==> config.mk <==
export PLATFORM = sky130hd
export DESIGN_NAME = csv_field_splitter_flat
export DESIGN_NICKNAME = d
export VERILOG_FILES = /design/src/rtl/csvfs_pkg.sv /design/src/rtl/csvfs_if.sv /design/src/rtl/csv_field_splitter.sv /design/src/rtl/csvfs_step.sv /design/src/flat_wrapper.sv
export SDC_FILE = /design/constraint.sdc
export NUM_CORES = 1
export LEC_CHECK = 0
export BUFFER_PORTS_ARGS = -buffer_cell sky130_fd_sc_hd__buf_4
export CAP_MARGIN = 20
export CORE_MARGIN = 3
export CORE_UTILIZATION = 54
export CTS_CLUSTER_DIAMETER = 40
export CTS_CLUSTER_SIZE = 25
export DETAILED_ROUTE_END_ITERATION = 10
export PLACE_DENSITY_LB_ADDON = 0.05
export SLEW_MARGIN = 20
export SYNTH_ARGS = -nofsm -noshare
export SYNTH_HDL_FRONTEND = slang
export SYNTH_SLANG_ARGS = --single-unit
==> constraint.sdc <==
create_clock -name clock -period 4.1 [get_ports clock]
set_input_delay 0.205 -clock clock [delete_from_list [all_inputs] [get_ports clock]]
set_output_delay 0.205 -clock clock [all_outputs]
set_load 0.01 [all_outputs]
==> src/rtl/csvfs_pkg.sv <==
// csvfs_pkg: types and constants shared by the CSV field splitter.
// No dependencies; compiled first.
package csvfs_pkg;

   localparam int FLEN_W = 16;

   localparam logic [FLEN_W-1:0] MAX_FIELD_LEN = 16'd65535;

   localparam logic [7:0] CH_COMMA = 8'h2C;
   localparam logic [7:0] CH_NL    = 8'h0A;
   localparam logic [7:0] CH_CR    = 8'h0D;
   localparam logic [7:0] CH_QUOTE = 8'h22;

   typedef struct packed {
      logic [7:0] in_byte;
      logic       end_of_input;
   } csvfs_req_type;

   typedef struct packed {
      logic       char_valid;
      logic [7:0] out_char;
      logic       field_end;
      logic       row_end;
      logic       no_row;
      logic       overflow;
   } csvfs_rsp_type;

   typedef struct packed {
      logic              held_valid;
      logic [7:0]        held_char;
      logic [FLEN_W-1:0] field_length;
      logic              in_quotes;
      logic              last_was_quote;
      logic              quote_run_odd;
      logic              row_has_fields;
   } csvfs_state_type;

endpackage

==> src/rtl/csvfs_if.sv <==
// csvfs_if: valid/ready channels for input items and result items.
// No dependencies.
interface csvfs_req_if;
   logic       valid;
   logic       ready;
   logic [7:0] in_byte;
   logic       end_of_input;

   modport source (output valid, output in_byte, output end_of_input, input ready);
   modport sink   (input valid, input in_byte, input end_of_input, output ready);
endinterface

interface csvfs_rsp_if;
   logic       valid;
   logic       ready;
   logic       char_valid;
   logic [7:0] out_char;
   logic       field_end;
   logic       row_end;
   logic       no_row;
   logic       overflow;

   modport source (output valid, output char_valid, output out_char, output field_end,
                   output row_end, output no_row, output overflow, input ready);
   modport sink   (input valid, input char_valid, input out_char, input field_end,
                   input row_end, input no_row, input overflow, output ready);
endinterface

==> src/rtl/csv_field_splitter.sv <==
// csv_field_splitter: top level of the CSV field and row splitter.
// Depends on csvfs_pkg, csvfs_if and csvfs_step.
//
// Takes one character (or an end-of-input mark) per clock and returns at most
// one result item per input item. An accepted item sits in an input register,
// the quote and field logic in csvfs_step updates the parser state and writes
// the result register when the item advances, so a result is offered from the
// result register after its item has left the input register. Throughput is
// one item per clock while the result side keeps ready high; a stall on the
// result side backs up through the input register. Items that yield no
// result (carriage returns, opening quotes, characters going into the holding
// register) still pass through the input register. Field characters are
// delayed by one kept character so a closing quote can be withdrawn.
module csv_field_splitter (
   input logic   clock,
   input logic   reset,
   csvfs_req_if.sink   req_chan,
   csvfs_rsp_if.source rsp_chan
);
   import csvfs_pkg::*;

   logic            in_valid_ff, in_valid_in;
   csvfs_req_type   in_item_ff, in_item_in;
   logic            out_valid_ff, out_valid_in;
   csvfs_rsp_type   out_item_ff, out_item_in;
   csvfs_state_type st_ff, st_in;

   csvfs_state_type st_calc;
   csvfs_rsp_type   rsp_calc;
   logic            has_rsp;
   logic            advance;
   logic            req_take;

   csvfs_step u_step (
      .st_cur  (st_ff),
      .item    (in_item_ff),
      .st_nxt  (st_calc),
      .has_rsp (has_rsp),
      .rsp     (rsp_calc)
   );

   assign advance        = in_valid_ff && (!out_valid_ff || rsp_chan.ready);
   assign req_chan.ready = !in_valid_ff || advance;
   assign req_take       = req_chan.valid && req_chan.ready;

   always_comb begin
      in_valid_in  = req_take ? 1'b1 : (advance ? 1'b0 : in_valid_ff);
      in_item_in   = req_take ? csvfs_req_type'{req_chan.in_byte, req_chan.end_of_input}
                              : in_item_ff;
      out_valid_in = advance ? has_rsp : (out_valid_ff && !rsp_chan.ready);
      out_item_in  = (advance && has_rsp) ? rsp_calc : out_item_ff;
      st_in        = advance ? st_calc : st_ff;
   end

   always_ff @(posedge clock) begin
      if (reset) begin
         in_valid_ff  <= 1'b0;
         out_valid_ff <= 1'b0;
         st_ff        <= '0;
      end else begin
         in_valid_ff  <= in_valid_in;
         out_valid_ff <= out_valid_in;
         st_ff        <= st_in;
      end
      in_item_ff  <= in_item_in;
      out_item_ff <= out_item_in;
   end

   assign rsp_chan.valid      = out_valid_ff;
   assign rsp_chan.char_valid = out_item_ff.char_valid;
   assign rsp_chan.out_char   = out_item_ff.out_char;
   assign rsp_chan.field_end  = out_item_ff.field_end;
   assign rsp_chan.row_end    = out_item_ff.row_end;
   assign rsp_chan.no_row     = out_item_ff.no_row;
   assign rsp_chan.overflow   = out_item_ff.overflow;

   a_held_has_length: assert property (@(posedge clock) disable iff (reset)
      st_ff.held_valid |-> st_ff.field_length != '0)
      else $error("held character with zero field length");

   a_row_end_ends_field: assert property (@(posedge clock) disable iff (reset)
      rsp_chan.valid && rsp_chan.row_end |-> rsp_chan.field_end && !rsp_chan.no_row)
      else $error("row end without field end");

   a_overflow_alone: assert property (@(posedge clock) disable iff (reset)
      rsp_chan.valid && rsp_chan.overflow |-> !rsp_chan.char_valid && !rsp_chan.field_end)
      else $error("overflow item carries other content");

   a_field_end_clears: assert property (@(posedge clock) disable iff (reset)
      advance && has_rsp && rsp_calc.field_end |=> st_ff.field_length == '0 && !st_ff.held_valid)
      else $error("field state not cleared after field end");

endmodule

==> src/rtl/csvfs_step.sv <==
// csvfs_step: next-state and result logic for one item of the splitter.
// Depends on csvfs_pkg.
module csvfs_step (
   input  csvfs_pkg::csvfs_state_type st_cur,
   input  csvfs_pkg::csvfs_req_type   item,
   output csvfs_pkg::csvfs_state_type st_nxt,
   output logic                       has_rsp,
   output csvfs_pkg::csvfs_rsp_type   rsp
);
   import csvfs_pkg::*;

   logic [7:0] c;
   logic       eof;
   logic       is_quote;
   logic       rel;
   logic       row_end;

   always_comb begin
      st_nxt   = st_cur;
      has_rsp  = 1'b0;
      rsp      = '0;
      eof      = item.end_of_input;
      c        = eof ? CH_NL : item.in_byte;
      is_quote = (c == CH_QUOTE);
      rel      = 1'b0;
      row_end  = (c == CH_NL);

      if (eof && st_cur.field_length == '0 && !st_cur.row_has_fields) begin
         // empty end of input: drop any lone opening quote
         st_nxt.held_valid     = 1'b0;
         st_nxt.in_quotes      = 1'b0;
         st_nxt.last_was_quote = 1'b0;
         st_nxt.quote_run_odd  = 1'b0;
         has_rsp               = 1'b1;
         rsp.no_row            = 1'b1;
      end else if (!eof && c == CH_CR) begin
         // carriage return: consumed
      end else if (st_cur.field_length == '0 && !st_cur.last_was_quote && is_quote) begin
         st_nxt.in_quotes      = 1'b1;
         st_nxt.last_was_quote = 1'b1;
      end else begin
         if (st_cur.field_length != '0 || st_cur.last_was_quote) begin
            if (is_quote) begin
               st_nxt.quote_run_odd = ~st_cur.quote_run_odd;
               st_nxt.in_quotes     = st_cur.quote_run_odd;
               // second quote of a pair withdraws the held one
               if (st_cur.quote_run_odd && st_cur.held_valid) begin
                  st_nxt.held_valid   = 1'b0;
                  st_nxt.field_length = st_cur.field_length - FLEN_W'(1);
               end
            end else begin
               st_nxt.quote_run_odd = 1'b0;
            end
         end

         if (eof || (!st_nxt.in_quotes && (c == CH_NL || c == CH_COMMA))) begin
            rel               = st_nxt.held_valid && !st_cur.last_was_quote;
            has_rsp           = 1'b1;
            rsp.char_valid    = rel;
            rsp.out_char      = rel ? st_cur.held_char : 8'h00;
            rsp.field_end     = 1'b1;
            rsp.row_end       = row_end;
            st_nxt.held_valid     = 1'b0;
            st_nxt.field_length   = '0;
            st_nxt.in_quotes      = 1'b0;
            st_nxt.last_was_quote = 1'b0;
            st_nxt.quote_run_odd  = 1'b0;
            st_nxt.row_has_fields = !row_end;
         end else begin
            st_nxt.last_was_quote = is_quote;
            if (st_nxt.field_length >= MAX_FIELD_LEN) begin
               has_rsp      = 1'b1;
               rsp.overflow = 1'b1;
            end else begin
               if (st_nxt.held_valid) begin
                  has_rsp        = 1'b1;
                  rsp.char_valid = 1'b1;
                  rsp.out_char   = st_cur.held_char;
               end
               st_nxt.held_char    = c;
               st_nxt.held_valid   = 1'b1;
               st_nxt.field_length = st_nxt.field_length + FLEN_W'(1);
            end
         end
      end
   end

endmodule
==> src/flat_wrapper.sv <==
// flat-port wrapper written by rule: the top's interface ports become plain ports
module csv_field_splitter_flat import csvfs_pkg::*;
  (clock, reset, req_chan_valid, req_chan_in_byte, req_chan_end_of_input, req_chan_ready, rsp_chan_valid, rsp_chan_char_valid, rsp_chan_out_char, rsp_chan_field_end, rsp_chan_row_end, rsp_chan_no_row, rsp_chan_overflow, rsp_chan_ready);
  csvfs_req_if req_chan_i ();
  csvfs_rsp_if rsp_chan_i ();
  input logic clock;
  input logic reset;
  input wire logic [$bits(req_chan_i.valid)-1:0] req_chan_valid;
  input wire logic [$bits(req_chan_i.in_byte)-1:0] req_chan_in_byte;
  input wire logic [$bits(req_chan_i.end_of_input)-1:0] req_chan_end_of_input;
  output wire logic [$bits(req_chan_i.ready)-1:0] req_chan_ready;
  output wire logic [$bits(rsp_chan_i.valid)-1:0] rsp_chan_valid;
  output wire logic [$bits(rsp_chan_i.char_valid)-1:0] rsp_chan_char_valid;
  output wire logic [$bits(rsp_chan_i.out_char)-1:0] rsp_chan_out_char;
  output wire logic [$bits(rsp_chan_i.field_end)-1:0] rsp_chan_field_end;
  output wire logic [$bits(rsp_chan_i.row_end)-1:0] rsp_chan_row_end;
  output wire logic [$bits(rsp_chan_i.no_row)-1:0] rsp_chan_no_row;
  output wire logic [$bits(rsp_chan_i.overflow)-1:0] rsp_chan_overflow;
  input wire logic [$bits(rsp_chan_i.ready)-1:0] rsp_chan_ready;
  assign req_chan_i.valid = req_chan_valid;
  assign req_chan_i.in_byte = req_chan_in_byte;
  assign req_chan_i.end_of_input = req_chan_end_of_input;
  assign req_chan_ready = req_chan_i.ready;
  assign rsp_chan_valid = rsp_chan_i.valid;
  assign rsp_chan_char_valid = rsp_chan_i.char_valid;
  assign rsp_chan_out_char = rsp_chan_i.out_char;
  assign rsp_chan_field_end = rsp_chan_i.field_end;
  assign rsp_chan_row_end = rsp_chan_i.row_end;
  assign rsp_chan_no_row = rsp_chan_i.no_row;
  assign rsp_chan_overflow = rsp_chan_i.overflow;
  assign rsp_chan_i.ready = rsp_chan_ready;
  csv_field_splitter u_core (.clock(clock), .reset(reset), .req_chan(req_chan_i), .rsp_chan(rsp_chan_i));
endmodule
==> summary.md <==
| Metric | Value |
|---|---|
| Status | `finished, final reports clean` |
| Worst path required time | `4.15 ns` |
| Area growth syn-to-layout | `16.1%` |
| CTS buffer count | `5` |
| Post-route DRC | `0` |
| Clock Path Buffers | `2` |
| Post-route cell area | `4010 um2` |
| Post-synth EDFFs | `22` |
| Initial Util | `56.9%` |
| CP max stage delay | `0.50 ns` |
| CTS sink cnt | `53` |
| Final Critical Period | `around 3.8 ns` |
| Critical path's most frequent cell | `buf_4` |
| Total iterations of the first detailed-routing run | `6` |
| Final WL | `9490 um` |
| MaxCap Viol Count | `0` |
| Share of cells above drive strength 1 | `a little under a quarter` |
| Die W | `roughly 86 um` |
| Die area | `7390 um2` |
| CP Launch Type | `flop` |
| Synth cell types | `63` |
| Clock skew | `0.0125 ns` |
| Placement Setup Slack | `0.0778 ns` |
| Syn Area/Cell | `8.76 um2` |
| Proportion of synthesized chip area in sequential cells | `37.1%` |
| HP Class | `input port to flop` |
| Gr usage total | `26.2%` |
| I/O pin total | `28` |
| Total leakage power | `about 1.5 nW` |
| Cell taking the most area after synthesis | `edfxtp_1` |
| FMAX | `260 MHz` |
| Adder-cell area share of the yosys netlist | `between 1 and 1.5%` |
| Number of synthesized register bits | `between 50 and 60` |
| Final ANT Viol Nets | `0` |
| Clk_lat worst skew | `0.32 ns` |
| Non-Filler Instances | `514` |
| Core area | `6060 um2` |
| Mux cell area share after synthesis | `2.72%` |
| CTS tree | `done` |
| First-pass GRT wire length | `about 15,000 um` |
| Share of the synthesized area in the top cell type | `19.1%` |
| Final hold vios | `0` |
| Compound-gate portion of the synthesized area | `between 10% and 20%` |
| Worst Path Max Fanout | `13` |
| Met1 Use GR | `39.3%` |
| Dominant cells by area after synthesis | `edfxtp_1, dfxtp_1, nor2_1` |
| Clock transition at the registers of the reported paths | `about 0.11 ns` |
| Synth Area in XOR/XNOR | `4.57%` |
| Routing usage on met2 | `approximately 38%` |
| Die Y | `85.9 um` |
| Number of global-route vias before repair | `2,818` |
| Crit Path Class | `flop to flop` |
| Final WS setup | `0.253 ns` |
| IO buf count | `27` |
| Dpl cells | `506` |
| P per Cell Area | `~250 nW/um2` |
| Crit path cell chain | `nor3b_1 -> buf_4 -> nand4_1 -> nor4_1 -> buf_4 -> mux2_2 -> or2_2 -> or3_4 -> a31o_2 -> inv_1 -> buf_12` |
| Slew Limit Headroom | `about 47%` |
| Aggregate negative setup slack | `0 ns` |
| Post-Synth Simple-Gate Area | `31.0%` |
| Least-Margin Pin Slew | `slightly below 0.8 ns` |
| Ant diodes | `0` |
| DR vias/cell | `roughly 6.3` |
| Post-CTS Setup Inserts | `0` |
| Cell area after synthesis | `3450 um2` |
| Initial drt markers | `between 400 and 500` |
| CP arrival | `between 3 and 4 ns` |
| Placed inst area | `3870 um2` |
| Slowest CP cell | `nor4_1` |
| Detailed placement HPWL | `6990 um` |
| Largest net degree at the start of global routing | `23` |
| Main flop type after synthesis | `dfxtp_1` |
| Peak supply drop | `0.000174 V` |
| Fin nets | `454` |
| Syn. warnings | `0` |
| Initial antenna violation count | `0` |
| Worst setup EP type | `flop` |
| Clk root buf | `clkbuf_8` |
| Mapped Cells | `394` |
| Tot Pwr | `0.988 mW` |
| Wire per inst | `about 18 um` |
| Met3 usage | `around 6.3%` |
| Row count | `28` |
| Final Wtd Congestion | `~1` |
| Period utilisation layout | `93.8%` |
| Most used routing layer | `met1` |
| Largest family of logic cells by synthesized area | `simple AND/OR/NAND/NOR gates` |
| Vias | `3,236` |
| Final setup fails | `0` |
| Syn Nets | `410` |
| Final Max Slew Viols | `0` |
| FFs w/ async S/R, synth | `0%` |
| H-tree depth | `2` |
| Congestion Overflow GR | `0` |
## placed cells by master (no fill, tap or decap), types with 4 or more instances in the layout
cell       n
inv_1     15
or2_2      5
nand2b_1  12
nor3_1    21
buf_4     61
a31oi_1    4
or3_1      5
nor2b_1    5
nor4_1     8
and2_1    10
or3_4      4
nand4_1    9
a21o_1    10
xnor2_1   14
nand3_1   14
mux2i_1    6
dfxtp_1   31
clkbuf_8   5
or4_1      4
a211oi_1   4
a31o_2     5
nand3b_1   6
nand2_1   22
a21oi_1   19
o21ai_0   15
o21bai_1   4
nor2_1    34
xor2_1     4
edfxtp_1  22
## routing by layer
layer / routed length [um] / share of wire, % / vias to the layer above
li1: - / - / 1547
met1: 4360 / 46 / 1484
met2: 4010 / 42 / 189
met3: 973 / 10 / 16
met4: 145 / 1.5 / 0
met5: 0 / 0 / -
## flip-flops by register name (all words and copies together) (netlist names)
register and cells:
u_core.st_ff 29, u_core.in_item_ff 9, u_core.rsp_chan.out_char 8, u_core.in_valid_ff 1, u_core.rsp_chan.char_valid 1, u_core.rsp_chan.field_end 1, u_core.rsp_chan.no_row 1, u_core.rsp_chan.overflow 1
u_core.rsp_chan.row_end 1, u_core.rsp_chan.valid 1
## where the power goes
part           total (mW)  switching [mW]  internal, mW
Clock               0.333           0.205         0.128
Combinational      0.0843          0.0457        0.0386
Sequential          0.571         0.00769         0.563
Total               0.988           0.258         0.730
## cell usage after synthesis, types with 5 or more instances
cell type / instances
nor2_1: 34
dfxtp_1: 31
edfxtp_1: 22
nand2_1: 22
nor3_1: 21
a21oi_1: 19
inv_1: 15
o21ai_0: 15
nand3_1: 14
xnor2_1: 14
clkbuf_1: 13
nand2b_1: 13
a21o_1: 10
and2_1: 10
nand4_1: 9
nor4_1: 9
buf_6: 7
mux2i_1: 6
nand3b_1: 6
a211oi_1: 5
a31o_2: 5
nor2b_1: 5
or2_2: 5
or3_1: 5
## path summary, 6_finish.rpt
check	cells past startpoint	end	slack, ns	startpoint
worst max-delay path	11	u_core.rsp_chan.out_char[7]	0.25	u_core.in_item_ff[1]
worst min-delay path	1	u_core.in_item_ff[3]	0.06	req_chan_in_byte[2]
worst max register to register	11	u_core.rsp_chan.out_char[7]	0.25	u_core.in_item_ff[1]
worst min register to register	2	u_core.st_ff[20]	0.47	u_core.st_ff[20]
## layout make-up
cell class / instances / area, um2
clock buffers: 5 / 68.8
clock inverters: 3 / 28.8
fillers: 513 / 2050
inverters: 15 / 56.3
multi-input cells: 301 / 2000
flip-flops and latches: 53 / 1280
well taps: 75 / 93.8
repair buffers: 62 / 478
## kinds of logic after synthesis
logic type,count (synthesis)
AOI/OAI and AO/OA,87
xor gates and xnor gates,18
and+or+nand+nor,184
muxes,9
adders and majority gates,3
DFF,53
buffers and inverters,40
## worst max-delay path, delay by kind of cell (launching register included)
kind / cells / cell delay [ns]
and+or+nand+nor: 5 / 1.83
buffers and inverters: 4 / 0.60
DFF: 1 / 0.46
muxes: 1 / 0.39
AOI/OAI and AO/OA: 1 / 0.29
## per-stage QoR
stage | utilization (%) | hold WS, ns
6_report | 66.1 | 0.0584
5_1_grt | 66.1 | 0.0347
4_1_cts | 65.5 | 0.0519
3_5_place_dp | 63.9 | 0.384
3_3_place_gp | 63.9 | 0.383
2_1_floorplan | - | 0.304
## repair_timing
action	4_1_cts	5_1_grt
setup endpoints to repair	0	46
hold buffers	0	0
resized for setup	0	7
Note: power is estimated with default switching activity, not from simulation.
